## src/design/bcle_pkg.sv

```systemverilog
// ----------------------------------------------------------------------------
// bcle_pkg
// shared types and constants of the bounded circular list engine
// ----------------------------------------------------------------------------
package bcle_pkg;

  localparam int unsigned VALUE_W     = 32;
  localparam int unsigned OP_W        = 3;
  localparam int unsigned STATUS_W    = 2;
  localparam int unsigned OUT_COUNT_W = 5;
  localparam int unsigned MAX_RESULTS = 16;

  typedef enum logic [OP_W-1:0] {
    OP_INS_FRONT = 3'd0,
    OP_INS_BACK  = 3'd1,
    OP_DEL_FRONT = 3'd2,
    OP_DEL_BACK  = 3'd3,
    OP_INS_AFTER = 3'd4,
    OP_DEL_MATCH = 3'd5,
    OP_EDIT      = 3'd6,
    OP_READ_ALL  = 3'd7
  } op_t;

  typedef enum logic [STATUS_W-1:0] {
    ST_OK        = 2'd0,
    ST_EMPTY     = 2'd1,
    ST_NOT_FOUND = 2'd2,
    ST_FULL      = 2'd3
  } status_t;

  // datapath actions issued by the controller
  typedef enum logic [3:0] {
    A_NONE,
    A_LATCH,
    A_WALK_INIT,
    A_STEP,
    A_INS_FIRST,
    A_INS_NEW,
    A_INS_TAIL,
    A_DEL_ONLY,
    A_DELF_FIN,
    A_DELB_FIN,
    A_INSA_NEW,
    A_INSA_HIT,
    A_DELM_FIN,
    A_EDIT_FIN
  } act_t;

  typedef enum logic [2:0] {
    S_IDLE,
    S_DISP,
    S_FETCH,
    S_LOOK,
    S_INS_TAIL,
    S_INSA_HIT,
    S_RESP
  } state_t;

  typedef struct packed {
    act_t    act;
    logic    load_out;
    logic    emit_elem;
    logic    last;
    status_t st;
  } cmd_t;

  typedef struct packed {
    op_t  op;
    logic cnt_zero;
    logic cnt_one;
    logic full;
    logic match;
    logic link_tail;
    logic walk_end;
    logic rd_last;
    logic out_free;
  } stat_t;

endpackage

```

## src/design/bcle_ifs.sv

```systemverilog
// ----------------------------------------------------------------------------
// bcle item and result channels
// valid/ready channels carrying list operations and their results
// ----------------------------------------------------------------------------
interface bcle_item_if
  import bcle_pkg::*;
  ();
  logic                      valid;
  logic                      ready;
  logic [OP_W-1:0]           op;
  logic signed [VALUE_W-1:0] key_value;
  logic signed [VALUE_W-1:0] new_value;

  modport source (output valid, output op, output key_value, output new_value, input ready);
  modport sink   (input valid, input op, input key_value, input new_value, output ready);
endinterface

interface bcle_res_if
  import bcle_pkg::*;
  ();
  logic                      valid;
  logic                      ready;
  logic [STATUS_W-1:0]       status;
  logic signed [VALUE_W-1:0] element;
  logic [OUT_COUNT_W-1:0]    element_count;
  logic                      last;

  modport source (output valid, output status, output element, output element_count,
                  output last, input ready);
  modport sink   (input valid, input status, input element, input element_count,
                  input last, output ready);
endinterface

```

## src/design/bounded_circular_list_engine_top.sv

```systemverilog
// ----------------------------------------------------------------------------
// bounded_circular_list_engine_top
// circular linked list of signed 32-bit values with a free-slot map
// ----------------------------------------------------------------------------
// One transaction on in_item carries one list operation; the engine handles
// one transaction at a time. Delete back, insert after, delete match and edit
// walk the linked slots, each visited slot taking one registered read of the
// slot store and one compare. Read all emits one result per element, at most
// 16. Every other operation gives exactly one result with last set. The
// result register frees the engine to take the next transaction while a
// result still waits to be taken. No clearing pass is needed after reset: the
// free map resets to all free and slot contents are only read once written.
module bounded_circular_list_engine_top
  import bcle_pkg::*;
#(
  parameter int unsigned CAPACITY = 16
) (
  input  logic        clk,
  input  logic        rst_n,
  bcle_item_if.sink   in_item,
  bcle_res_if.source  out_res
);

  // controller / datapath handshake
  cmd_t  cmd;
  stat_t stat;

  bcle_ctrl u_ctrl (
    .clk      (clk),
    .rst_n    (rst_n),
    .in_valid (in_item.valid),
    .in_ready (in_item.ready),
    .stat     (stat),
    .cmd      (cmd)
  );

  // slot stores, pointers and the result register
  bcle_dpath #(
    .CAPACITY (CAPACITY)
  ) u_dpath (
    .clk               (clk),
    .rst_n             (rst_n),
    .cmd               (cmd),
    .stat              (stat),
    .in_op             (in_item.op),
    .in_key_value      (in_item.key_value),
    .in_new_value      (in_item.new_value),
    .out_valid         (out_res.valid),
    .out_ready         (out_res.ready),
    .out_status        (out_res.status),
    .out_element       (out_res.element),
    .out_element_count (out_res.element_count),
    .out_last          (out_res.last)
  );

endmodule

```

## src/design/bcle_ctrl.sv

```systemverilog
// ----------------------------------------------------------------------------
// bcle_ctrl
// operation sequencer: dispatches each transaction and walks the list
// ----------------------------------------------------------------------------
module bcle_ctrl
  import bcle_pkg::*;
(
  input  logic  clk,
  input  logic  rst_n,
  input  logic  in_valid,
  output logic  in_ready,
  input  stat_t stat,
  output cmd_t  cmd
);

  state_t  state_r, state_nxt;
  status_t st_r, st_nxt;

  always_ff @(posedge clk) begin
    if (!rst_n) begin
      state_r <= S_IDLE;
      st_r    <= ST_OK;
    end else begin
      state_r <= state_nxt;
      st_r    <= st_nxt;
    end
  end

  // next state
  always_comb begin
    state_nxt = state_r;
    st_nxt    = st_r;
    case (state_r)
      S_IDLE: begin
        if (in_valid) begin
          state_nxt = S_DISP;
          st_nxt    = ST_OK;
        end
      end
      S_DISP: begin
        case (stat.op)
          OP_INS_FRONT, OP_INS_BACK: begin
            if (stat.full) begin
              st_nxt    = ST_FULL;
              state_nxt = S_RESP;
            end else if (stat.cnt_zero) begin
              state_nxt = S_RESP;
            end else begin
              state_nxt = S_INS_TAIL;
            end
          end
          OP_DEL_FRONT, OP_DEL_BACK: begin
            if (stat.cnt_zero) begin
              st_nxt    = ST_EMPTY;
              state_nxt = S_RESP;
            end else if (stat.cnt_one) begin
              state_nxt = S_RESP;
            end else begin
              state_nxt = S_FETCH;
            end
          end
          OP_READ_ALL: begin
            if (stat.cnt_zero) begin
              st_nxt    = ST_EMPTY;
              state_nxt = S_RESP;
            end else begin
              state_nxt = S_FETCH;
            end
          end
          default: begin
            if (stat.cnt_zero) begin
              st_nxt    = ST_NOT_FOUND;
              state_nxt = S_RESP;
            end else begin
              state_nxt = S_FETCH;
            end
          end
        endcase
      end
      S_FETCH: state_nxt = S_LOOK;
      S_LOOK: begin
        case (stat.op)
          OP_DEL_FRONT: state_nxt = S_RESP;
          OP_DEL_BACK:  state_nxt = stat.link_tail ? S_RESP : S_FETCH;
          OP_READ_ALL: begin
            if (stat.out_free) begin
              state_nxt = stat.rd_last ? S_IDLE : S_FETCH;
            end
          end
          default: begin
            if (stat.match) begin
              if (stat.op == OP_INS_AFTER) begin
                if (stat.full) begin
                  st_nxt    = ST_FULL;
                  state_nxt = S_RESP;
                end else begin
                  state_nxt = S_INSA_HIT;
                end
              end else begin
                state_nxt = S_RESP;
              end
            end else if (stat.walk_end) begin
              st_nxt    = ST_NOT_FOUND;
              state_nxt = S_RESP;
            end else begin
              state_nxt = S_FETCH;
            end
          end
        endcase
      end
      S_INS_TAIL: state_nxt = S_RESP;
      S_INSA_HIT: state_nxt = S_RESP;
      S_RESP: begin
        if (stat.out_free) begin
          state_nxt = S_IDLE;
        end
      end
      default: state_nxt = S_IDLE;
    endcase
  end

  // outputs
  always_comb begin
    in_ready      = 1'b0;
    cmd.act       = A_NONE;
    cmd.load_out  = 1'b0;
    cmd.emit_elem = 1'b0;
    cmd.last      = 1'b1;
    cmd.st        = st_r;
    case (state_r)
      S_IDLE: begin
        in_ready = 1'b1;
        if (in_valid) begin
          cmd.act = A_LATCH;
        end
      end
      S_DISP: begin
        case (stat.op)
          OP_INS_FRONT, OP_INS_BACK: begin
            if (!stat.full) begin
              cmd.act = stat.cnt_zero ? A_INS_FIRST : A_INS_NEW;
            end
          end
          OP_DEL_FRONT, OP_DEL_BACK: begin
            if (stat.cnt_one) begin
              cmd.act = A_DEL_ONLY;
            end else begin
              cmd.act = A_WALK_INIT;
            end
          end
          default: cmd.act = A_WALK_INIT;
        endcase
      end
      S_LOOK: begin
        case (stat.op)
          OP_DEL_FRONT: cmd.act = A_DELF_FIN;
          OP_DEL_BACK:  cmd.act = stat.link_tail ? A_DELB_FIN : A_STEP;
          OP_READ_ALL: begin
            if (stat.out_free) begin
              cmd.load_out  = 1'b1;
              cmd.emit_elem = 1'b1;
              cmd.last      = stat.rd_last;
              cmd.st        = ST_OK;
              cmd.act       = stat.rd_last ? A_NONE : A_STEP;
            end
          end
          default: begin
            if (stat.match) begin
              case (stat.op)
                OP_INS_AFTER: cmd.act = stat.full ? A_NONE : A_INSA_NEW;
                OP_DEL_MATCH: cmd.act = stat.cnt_one ? A_DEL_ONLY : A_DELM_FIN;
                default:      cmd.act = A_EDIT_FIN;
              endcase
            end else if (!stat.walk_end) begin
              cmd.act = A_STEP;
            end
          end
        endcase
      end
      S_INS_TAIL: cmd.act = A_INS_TAIL;
      S_INSA_HIT: cmd.act = A_INSA_HIT;
      S_RESP:     cmd.load_out = stat.out_free;
      default: ;
    endcase
  end

endmodule

```

## src/design/bcle_dpath.sv

```systemverilog
// ----------------------------------------------------------------------------
// bcle_dpath
// slot store, link store, free map, list pointers and result register
// ----------------------------------------------------------------------------
module bcle_dpath
  import bcle_pkg::*;
#(
  parameter int unsigned CAPACITY = 16
) (
  input  logic                      clk,
  input  logic                      rst_n,
  input  cmd_t                      cmd,
  output stat_t                     stat,
  input  logic [OP_W-1:0]           in_op,
  input  logic signed [VALUE_W-1:0] in_key_value,
  input  logic signed [VALUE_W-1:0] in_new_value,
  output logic                      out_valid,
  input  logic                      out_ready,
  output logic [STATUS_W-1:0]       out_status,
  output logic signed [VALUE_W-1:0] out_element,
  output logic [OUT_COUNT_W-1:0]    out_element_count,
  output logic                      out_last
);

  localparam int unsigned SW = $clog2(CAPACITY);
  localparam int unsigned CW = $clog2(CAPACITY + 1);
  localparam int unsigned NW = (CW > OUT_COUNT_W) ? CW : OUT_COUNT_W + 1;

  logic signed [VALUE_W-1:0] vmem [CAPACITY];
  logic [SW-1:0]             lmem [CAPACITY];

  op_t                       op_r;
  logic signed [VALUE_W-1:0] key_r, nval_r;
  logic [CAPACITY-1:0]       free_r, free_nxt;
  logic [SW-1:0]             head_r, head_nxt, tail_r, tail_nxt;
  logic [SW-1:0]             cur_r, cur_nxt, prev_r, prev_nxt, new_r, new_nxt;
  logic [CW-1:0]             count_r, count_nxt;
  logic [SW-1:0]             i_r, i_nxt;
  logic signed [VALUE_W-1:0] val_q;
  logic [SW-1:0]             link_q;

  logic                      v_we, l_we;
  logic [SW-1:0]             v_wa, l_wa, l_wd;
  logic signed [VALUE_W-1:0] v_wd;
  logic [SW-1:0]             free_idx;
  logic [CAPACITY-1:0]       one_hot_base;
  logic [NW-1:0]             count_ext, n_emit, i_plus;

  logic                      out_valid_r;
  status_t                   out_status_r;
  logic signed [VALUE_W-1:0] out_element_r;
  logic [OUT_COUNT_W-1:0]    out_count_r;
  logic                      out_last_r;

  assign one_hot_base = {{(CAPACITY-1){1'b0}}, 1'b1};

  // lowest free slot
  always_comb begin
    free_idx = '0;
    for (int k = CAPACITY - 1; k >= 0; k--) begin
      if (free_r[k]) begin
        free_idx = SW'(k);
      end
    end
  end

  // slot stores, registered read at the walk cursor
  always_ff @(posedge clk) begin
    if (v_we) begin
      vmem[v_wa] <= v_wd;
    end
    val_q <= vmem[cur_r];
  end

  always_ff @(posedge clk) begin
    if (l_we) begin
      lmem[l_wa] <= l_wd;
    end
    link_q <= lmem[cur_r];
  end

  always_comb begin
    v_we      = 1'b0;
    v_wa      = cur_r;
    v_wd      = nval_r;
    l_we      = 1'b0;
    l_wa      = cur_r;
    l_wd      = head_r;
    free_nxt  = free_r;
    head_nxt  = head_r;
    tail_nxt  = tail_r;
    cur_nxt   = cur_r;
    prev_nxt  = prev_r;
    new_nxt   = new_r;
    count_nxt = count_r;
    i_nxt     = i_r;
    case (cmd.act)
      A_WALK_INIT: begin
        cur_nxt  = head_r;
        prev_nxt = tail_r;
        i_nxt    = '0;
      end
      A_STEP: begin
        prev_nxt = cur_r;
        cur_nxt  = link_q;
        i_nxt    = i_r + 1'b1;
      end
      A_INS_FIRST: begin
        v_we      = 1'b1;
        v_wa      = free_idx;
        v_wd      = key_r;
        l_we      = 1'b1;
        l_wa      = free_idx;
        l_wd      = free_idx;
        free_nxt  = free_r & ~(one_hot_base << free_idx);
        head_nxt  = free_idx;
        tail_nxt  = free_idx;
        count_nxt = CW'(1);
      end
      A_INS_NEW: begin
        v_we      = 1'b1;
        v_wa      = free_idx;
        v_wd      = key_r;
        l_we      = 1'b1;
        l_wa      = free_idx;
        l_wd      = head_r;
        free_nxt  = free_r & ~(one_hot_base << free_idx);
        new_nxt   = free_idx;
        count_nxt = count_r + 1'b1;
        if (op_r == OP_INS_FRONT) begin
          head_nxt = free_idx;
        end
      end
      A_INS_TAIL: begin
        l_we = 1'b1;
        l_wa = tail_r;
        l_wd = new_r;
        if (op_r == OP_INS_BACK) begin
          tail_nxt = new_r;
        end
      end
      A_DEL_ONLY: begin
        free_nxt  = free_r | (one_hot_base << head_r);
        count_nxt = '0;
      end
      A_DELF_FIN: begin
        l_we      = 1'b1;
        l_wa      = tail_r;
        l_wd      = link_q;
        free_nxt  = free_r | (one_hot_base << head_r);
        head_nxt  = link_q;
        count_nxt = count_r - 1'b1;
      end
      A_DELB_FIN: begin
        l_we      = 1'b1;
        l_wa      = cur_r;
        l_wd      = head_r;
        free_nxt  = free_r | (one_hot_base << tail_r);
        tail_nxt  = cur_r;
        count_nxt = count_r - 1'b1;
      end
      A_INSA_NEW: begin
        v_we      = 1'b1;
        v_wa      = free_idx;
        v_wd      = nval_r;
        l_we      = 1'b1;
        l_wa      = free_idx;
        l_wd      = link_q;
        free_nxt  = free_r & ~(one_hot_base << free_idx);
        new_nxt   = free_idx;
        count_nxt = count_r + 1'b1;
      end
      A_INSA_HIT: begin
        l_we = 1'b1;
        l_wa = cur_r;
        l_wd = new_r;
        if (cur_r == tail_r) begin
          tail_nxt = new_r;
        end
      end
      A_DELM_FIN: begin
        l_we      = 1'b1;
        l_wa      = prev_r;
        l_wd      = link_q;
        free_nxt  = free_r | (one_hot_base << cur_r);
        count_nxt = count_r - 1'b1;
        if (cur_r == head_r) begin
          head_nxt = link_q;
        end
        if (cur_r == tail_r) begin
          tail_nxt = prev_r;
        end
      end
      A_EDIT_FIN: begin
        v_we = 1'b1;
        v_wa = cur_r;
        v_wd = nval_r;
      end
      default: ;
    endcase
  end

  always_ff @(posedge clk) begin
    if (!rst_n) begin
      free_r  <= '1;
      head_r  <= '0;
      count_r <= '0;
    end else begin
      free_r  <= free_nxt;
      head_r  <= head_nxt;
      count_r <= count_nxt;
    end
  end

  always_ff @(posedge clk) begin
    tail_r <= tail_nxt;
    cur_r  <= cur_nxt;
    prev_r <= prev_nxt;
    new_r  <= new_nxt;
    i_r    <= i_nxt;
    if (cmd.act == A_LATCH) begin
      op_r   <= op_t'(in_op);
      key_r  <= in_key_value;
      nval_r <= in_new_value;
    end
  end

  // walk bounds
  assign count_ext = NW'(count_r);
  assign n_emit    = (count_ext > NW'(MAX_RESULTS)) ? NW'(MAX_RESULTS) : count_ext;
  assign i_plus    = NW'(i_r) + 1'b1;

  assign stat.op        = op_r;
  assign stat.cnt_zero  = (count_r == '0);
  assign stat.cnt_one   = (count_r == CW'(1));
  assign stat.full      = (count_r == CW'(CAPACITY));
  assign stat.match     = (val_q == key_r);
  assign stat.link_tail = (link_q == tail_r);
  assign stat.walk_end  = (i_plus == count_ext);
  assign stat.rd_last   = (i_plus == n_emit);
  assign stat.out_free  = !out_valid_r || out_ready;

  // result register
  always_ff @(posedge clk) begin
    if (!rst_n) begin
      out_valid_r <= 1'b0;
    end else if (cmd.load_out) begin
      out_valid_r <= 1'b1;
    end else if (out_ready) begin
      out_valid_r <= 1'b0;
    end
  end

  always_ff @(posedge clk) begin
    if (cmd.load_out) begin
      out_status_r  <= cmd.st;
      out_element_r <= cmd.emit_elem ? val_q : '0;
      out_count_r   <= OUT_COUNT_W'(count_nxt);
      out_last_r    <= cmd.last;
    end
  end

  assign out_valid         = out_valid_r;
  assign out_status        = out_status_r;
  assign out_element       = out_element_r;
  assign out_element_count = out_count_r;
  assign out_last          = out_last_r;

endmodule
```

## src/flat_wrapper.sv

```systemverilog
// flat-port wrapper written by rule: the top's interface ports become plain ports
module bounded_circular_list_engine_top_flat import bcle_pkg::*;
#(
  parameter int unsigned CAPACITY = 16
)
  (clk, rst_n, in_item_valid, in_item_op, in_item_key_value, in_item_new_value, in_item_ready, out_res_valid, out_res_status, out_res_element, out_res_element_count, out_res_last, out_res_ready);
  bcle_item_if in_item_i ();
  bcle_res_if out_res_i ();
  input  logic clk;
  input  logic rst_n;
  input wire logic [$bits(in_item_i.valid)-1:0] in_item_valid;
  input wire logic [$bits(in_item_i.op)-1:0] in_item_op;
  input wire logic [$bits(in_item_i.key_value)-1:0] in_item_key_value;
  input wire logic [$bits(in_item_i.new_value)-1:0] in_item_new_value;
  output wire logic [$bits(in_item_i.ready)-1:0] in_item_ready;
  output wire logic [$bits(out_res_i.valid)-1:0] out_res_valid;
  output wire logic [$bits(out_res_i.status)-1:0] out_res_status;
  output wire logic [$bits(out_res_i.element)-1:0] out_res_element;
  output wire logic [$bits(out_res_i.element_count)-1:0] out_res_element_count;
  output wire logic [$bits(out_res_i.last)-1:0] out_res_last;
  input wire logic [$bits(out_res_i.ready)-1:0] out_res_ready;
  assign in_item_i.valid = in_item_valid;
  assign in_item_i.op = in_item_op;
  assign in_item_i.key_value = in_item_key_value;
  assign in_item_i.new_value = in_item_new_value;
  assign in_item_ready = in_item_i.ready;
  assign out_res_valid = out_res_i.valid;
  assign out_res_status = out_res_i.status;
  assign out_res_element = out_res_i.element;
  assign out_res_element_count = out_res_i.element_count;
  assign out_res_last = out_res_i.last;
  assign out_res_i.ready = out_res_ready;
  bounded_circular_list_engine_top #(.CAPACITY(CAPACITY)) u_core (.clk(clk), .rst_n(rst_n), .in_item(in_item_i), .out_res(out_res_i));
endmodule
```

## config.mk

```make
export PLATFORM = sky130hd
export DESIGN_NAME = bounded_circular_list_engine_top_flat
export DESIGN_NICKNAME = d
export VERILOG_FILES = /design/src/design/bcle_pkg.sv /design/src/design/bcle_ifs.sv /design/src/design/bounded_circular_list_engine_top.sv /design/src/design/bcle_ctrl.sv /design/src/design/bcle_dpath.sv /design/src/flat_wrapper.sv
export SDC_FILE = /design/constraint.sdc
export NUM_CORES = 1
export LEC_CHECK = 0
export ABC_AREA = 1
export BUFFER_PORTS_ARGS = -buffer_cell sky130_fd_sc_hd__buf_2
export CAP_MARGIN = 10
export CORE_ASPECT_RATIO = 0.5
export CORE_MARGIN = 2
export CORE_UTILIZATION = 65
export DETAILED_ROUTE_END_ITERATION = 6
export PLACE_DENSITY = 0.83
export SYNTH_ARGS = -nofsm -noshare
export SYNTH_HDL_FRONTEND = slang
export SYNTH_HIERARCHICAL = 1
export SYNTH_SLANG_ARGS = --single-unit
```

## constraint.sdc

```tcl
create_clock -name clk -period 10.7 [get_ports clk]
set_clock_uncertainty 0.15 [all_clocks]
set_input_delay 2.14 -clock clk [delete_from_list [all_inputs] [get_ports clk]]
set_output_delay 2.14 -clock clk [all_outputs]
set_load 0.005 [all_outputs]
```

==> qor.json <==
{
  "status": {
    "run_status": "finished clean"
  },
  "floorplan": {
    "die_w_um": 314.6,
    "placeableCoreArea_um2": 47230,
    "io_pins": 113,
    "dieHeight_um": 159.3,
    "start_util_pct": 66.38,
    "floorplan.die_area_um2": 50110,
    "floorplan.rows": 56
  },
  "synth": {
    "synth_flop_cell": "sky130_fd_sc_hd__edfxtp_1",
    "synth_common_cells": "sky130_fd_sc_hd__edfxtp_1 (703), sky130_fd_sc_hd__nor2_1 (383), sky130_fd_sc_hd__nand2_1 (344)",
    "asyncSetResetFlopFracSynth_pct": 0,
    "total_of_flip_flops_plus_latches_after_synthesis": 770,
    "yosys_warnings": 6,
    "yosysUniqueCellTypes": 48,
    "yosys_top_cell_by_area": "sky130_fd_sc_hd__edfxtp_1",
    "synthesized_area_divided_by_synthesized_cell_count_um2": 12.03,
    "synth-edff-count": 703,
    "yosysSeqAreaShare_pct": 71.62,
    "post_synth_inst_count": 2606,
    "post_synth_instance_area_um2": 31350,
    "netlist.area_leader.share_pct": 67.34,
    "synth_top_cells_by_area": "sky130_fd_sc_hd__edfxtp_1 (67%), sky130_fd_sc_hd__o21ai_0 (5.4%), sky130_fd_sc_hd__nor2_1 (4.6%)",
    "synthMostInstantiatedCell": "sky130_fd_sc_hd__edfxtp_1",
    "postSynthNetCount": 2681
  },
  "place": {
    "place.detailed.hpwl_um": 42680,
    "numPortBuffers": 112,
    "placed_cell_count": 3253,
    "placed_area_um2": 32610,
    "gp_routability_congestion": 0.9479,
    "placement_setup_slack_ps": 3810
  },
  "detailed_routing": {
    "routed_via_density": 6.422,
    "ant_nets": 0,
    "num_vias": 21610,
    "remaining_drc_errors": 0,
    "post_drt_wl_per_cell_um": 22.82,
    "wirelength_um": 76790,
    "first_pass_iters": 6,
    "dr.first_iter.drc_count": 3412
  },
  "grt": {
    "via_count_of_the_first_global_routing_pass": 20810,
    "grt_usage_pct": 30.32,
    "grt_start_max_net_pins": 187,
    "grt_pass1_wl_um": 117100,
    "grt_overflow": 0,
    "initial_antenna_violation_count": 0
  },
  "critical_path": {
    "crit_slowest_cell": "sky130_fd_sc_hd__nor2_4",
    "crit_path_start_kind": "flop",
    "timing.critical_path.arrival_ps": 7280,
    "cp_max_fo": 32,
    "crit_type": "flop to flop",
    "required_ps": 10770,
    "worst_setup_path_end_kind": "flop",
    "cpPeakStageDelay_ps": 1070,
    "path_delay_family": "simple AND/OR/NAND/NOR gates",
    "path_buf_inv": 5,
    "critical_path.cell_chain": "xor2_1 -> nor4_1 -> nand4_1 -> nor3_1 -> nand4_1 -> nor2_2 -> nand2_1 -> nand3_1 -> inv_1 -> nor2_2 -> inv_2 -> nor2_4 -> inv_2 -> nand2_4 -> inv_2 -> nor3_1 -> inv_1 -> o21ai_1 -> nand3_1 -> nor2_4",
    "crit_top_cell": "sky130_fd_sc_hd__inv_2"
  },
  "power_and_ir_drop": {
    "seqPwrFrac_pct": 43.3,
    "p_sw_share_pct": 39.48,
    "p_leak_nw": 12.26,
    "totalPowerFinal_mw": 10.65,
    "comb_power_share_pct": 36.4,
    "p_per_area_nw_per_um2": 308.8,
    "ir_worst_vdd_v": 0.0002194,
    "cellInternalPower_mw": 6.447,
    "power_frac_clock_pct": 20.3,
    "net_load_switching_power_mw": 4.206
  },
  "cts": {
    "tritoncts": "yes",
    "clock_insertion_delay_worst_skew_ps": 630,
    "clockBufferDepth": 3,
    "cts_root_buf": "sky130_fd_sc_hd__clkbuf_16",
    "post_cts_buffers": 0,
    "h-tree-depth": 2,
    "postCtsResizedCells": 0,
    "cts_made_buffers": 60,
    "worst_setup_hold_path_clk_slew_ps": 70,
    "cts_num_sinks": 770,
    "cts_hold_buf": 0
  },
  "flow_run": {
    "cap_violations": 0
  },
  "finish": {
    "final_layout_size_suffix_gt1_share_pct": 11.26,
    "num_antenna_cells": 0,
    "final_core_utilization_pct": 73.04,
    "finish.instance_area_um2": 34490,
    "area_delta_synth_final_pct": 10.03,
    "number_of_filler_instances_in_the_final_layout": 2885,
    "final_nets": 2752,
    "final_instance_count_without_filler_cells": 3365
  },
  "timing": {
    "timing.final.max_slew_violations": 0,
    "final_hold_viol_count": 0,
    "fin_worst_hold_slack_ps": 333.9,
    "fin_ws_ps": 3495,
    "final.min_clock_period_ps": 7205,
    "max_slew_margin_pct": 18.21,
    "final_min_period_over_clock_period_pct": 67.34,
    "worst_pin_slew_ps": 1224,
    "grt_setup_unrepaired": "no",
    "setup_viol": 0,
    "finalSetupTns_ps": 0,
    "achievable-frequency_ghz": 0.1388
  },
  "worst_hold_path": {
    "hold_path_class": "flop to flop"
  }
}
power by group through the flow:
stage | Sequential [mW] | Combinational [mW] | Clock [mW]
finish | 4.61 | 3.87 | 2.17
global route | 4.65 | 4.20 | 2.28
CTS | 4.60 | 3.78 | 2.18
detailed placement | 4.66 | 3.73 | 0
global placement | 4.64 | 3.58 | 0
floorplan | 4.60 | 2.50 | 0
registers in the layout, indices dropped and copies added (netlist names), 4 cells and up:
register and cells:
u_core/u_dpath/nval_r 32, u_core/u_dpath/lmem 64, u_core/u_dpath/head_r 4, u_core/u_dpath/i_r 4, u_core/u_dpath/tail_r 4, u_core/u_dpath/cur_r 4, u_core/u_dpath/val_q 32, u_core/u_dpath/out_element 32
u_core/u_dpath/vmem 512, u_core/u_dpath/prev_r 4, u_core/u_dpath/link_q 4, u_core/u_dpath/free_r 16, u_core/u_dpath/key_r 32, u_core/u_dpath/new_r 4, u_core/u_dpath/out_element_count 5, u_core/u_dpath/count_r 5
cells by family after synthesis:
logic type | Yosys count | synth area share, %
simple gates | 871 | 11.46
flops | 770 | 71.62
compound gates | 616 | 12.02
buf+inv | 311 | 3.792
xor+xnor | 34 | 0.9499
fa+ha+maj | 4 | 0.1596
worst min-delay path: stages, from the launching register on:
cell and delay, ps:
sky130_fd_sc_hd__dfxtp_1 320, sky130_fd_sc_hd__nand2_1 60, sky130_fd_sc_hd__a21oi_1 50
layout by cell type (no fill, tap or decap), types with 3 or more instances in the layout:
cell type and count:
sky130_fd_sc_hd__o22ai_1 54, sky130_fd_sc_hd__buf_2 112, sky130_fd_sc_hd__nor3_1 7, sky130_fd_sc_hd__clkbuf_16 60, sky130_fd_sc_hd__nor2_2 6, sky130_fd_sc_hd__nor4_1 6
sky130_fd_sc_hd__o2111ai_1 7, sky130_fd_sc_hd__inv_1 150, sky130_fd_sc_hd__edfxtp_1 703, sky130_fd_sc_hd__nand4_1 15, sky130_fd_sc_hd__dfxtp_1 67, sky130_fd_sc_hd__o221ai_1 101
sky130_fd_sc_hd__clkinv_2 14, sky130_fd_sc_hd__o211ai_1 44, sky130_fd_sc_hd__nor2_1 365, sky130_fd_sc_hd__inv_2 14, sky130_fd_sc_hd__o21ai_0 336, sky130_fd_sc_hd__ha_1 4
sky130_fd_sc_hd__nand2_2 5, sky130_fd_sc_hd__clkinvlp_4 4, sky130_fd_sc_hd__o21bai_1 4, sky130_fd_sc_hd__xor2_1 28, sky130_fd_sc_hd__a221oi_1 9, sky130_fd_sc_hd__a21oi_1 43
sky130_fd_sc_hd__clkinv_4 3, sky130_fd_sc_hd__xnor2_1 6, sky130_fd_sc_hd__clkinv_1 9, sky130_fd_sc_hd__nor3_2 3, sky130_fd_sc_hd__buf_4 39, sky130_fd_sc_hd__bufinv_16 3
sky130_fd_sc_hd__clkbuf_1 16, sky130_fd_sc_hd__o21ai_1 4, sky130_fd_sc_hd__nand3_1 88, sky130_fd_sc_hd__nand2_4 3, sky130_fd_sc_hd__nor2_4 21, sky130_fd_sc_hd__nand2_1 344
path summary, 6_finish.rpt:
check / start / to / slack [ps] / cells past startpoint
worst max-delay path: u_core/u_dpath/key_r[18] / u_core/u_dpath/vmem[12][18] / 3490 / 20
worst min-delay path: u_core/u_ctrl/st_r[0] / u_core/u_ctrl/st_r[0] / 330 / 2
worst max register to register: u_core/u_dpath/key_r[18] / u_core/u_dpath/vmem[12][18] / 3490 / 20
worst min register to register: u_core/u_ctrl/st_r[0] / u_core/u_ctrl/st_r[0] / 330 / 2
per-layer routing:
metal,GRT usage [%],wire (um),up-vias
met4,11.58,2814,0
met1,42.53,28940,10350
met2,48.28,36190,1497
met3,5.158,8846,183
met5,0,0,-
li1,-,-,9578
area by class of cell:
class,instances,area [um2],area share [%]
Clock buffer,78,1589,4.607
Clock inverter,34,295.3,0.8560
Inverter,168,641.9,1.861
Multi-Input combinational cell,1525,7845,22.74
Sequential cell,770,22450,65.09
Tap cell,638,798.3,2.314
Timing Repair Buffer,152,873.3,2.532
Note: power is estimated with default switching activity, not from simulation.
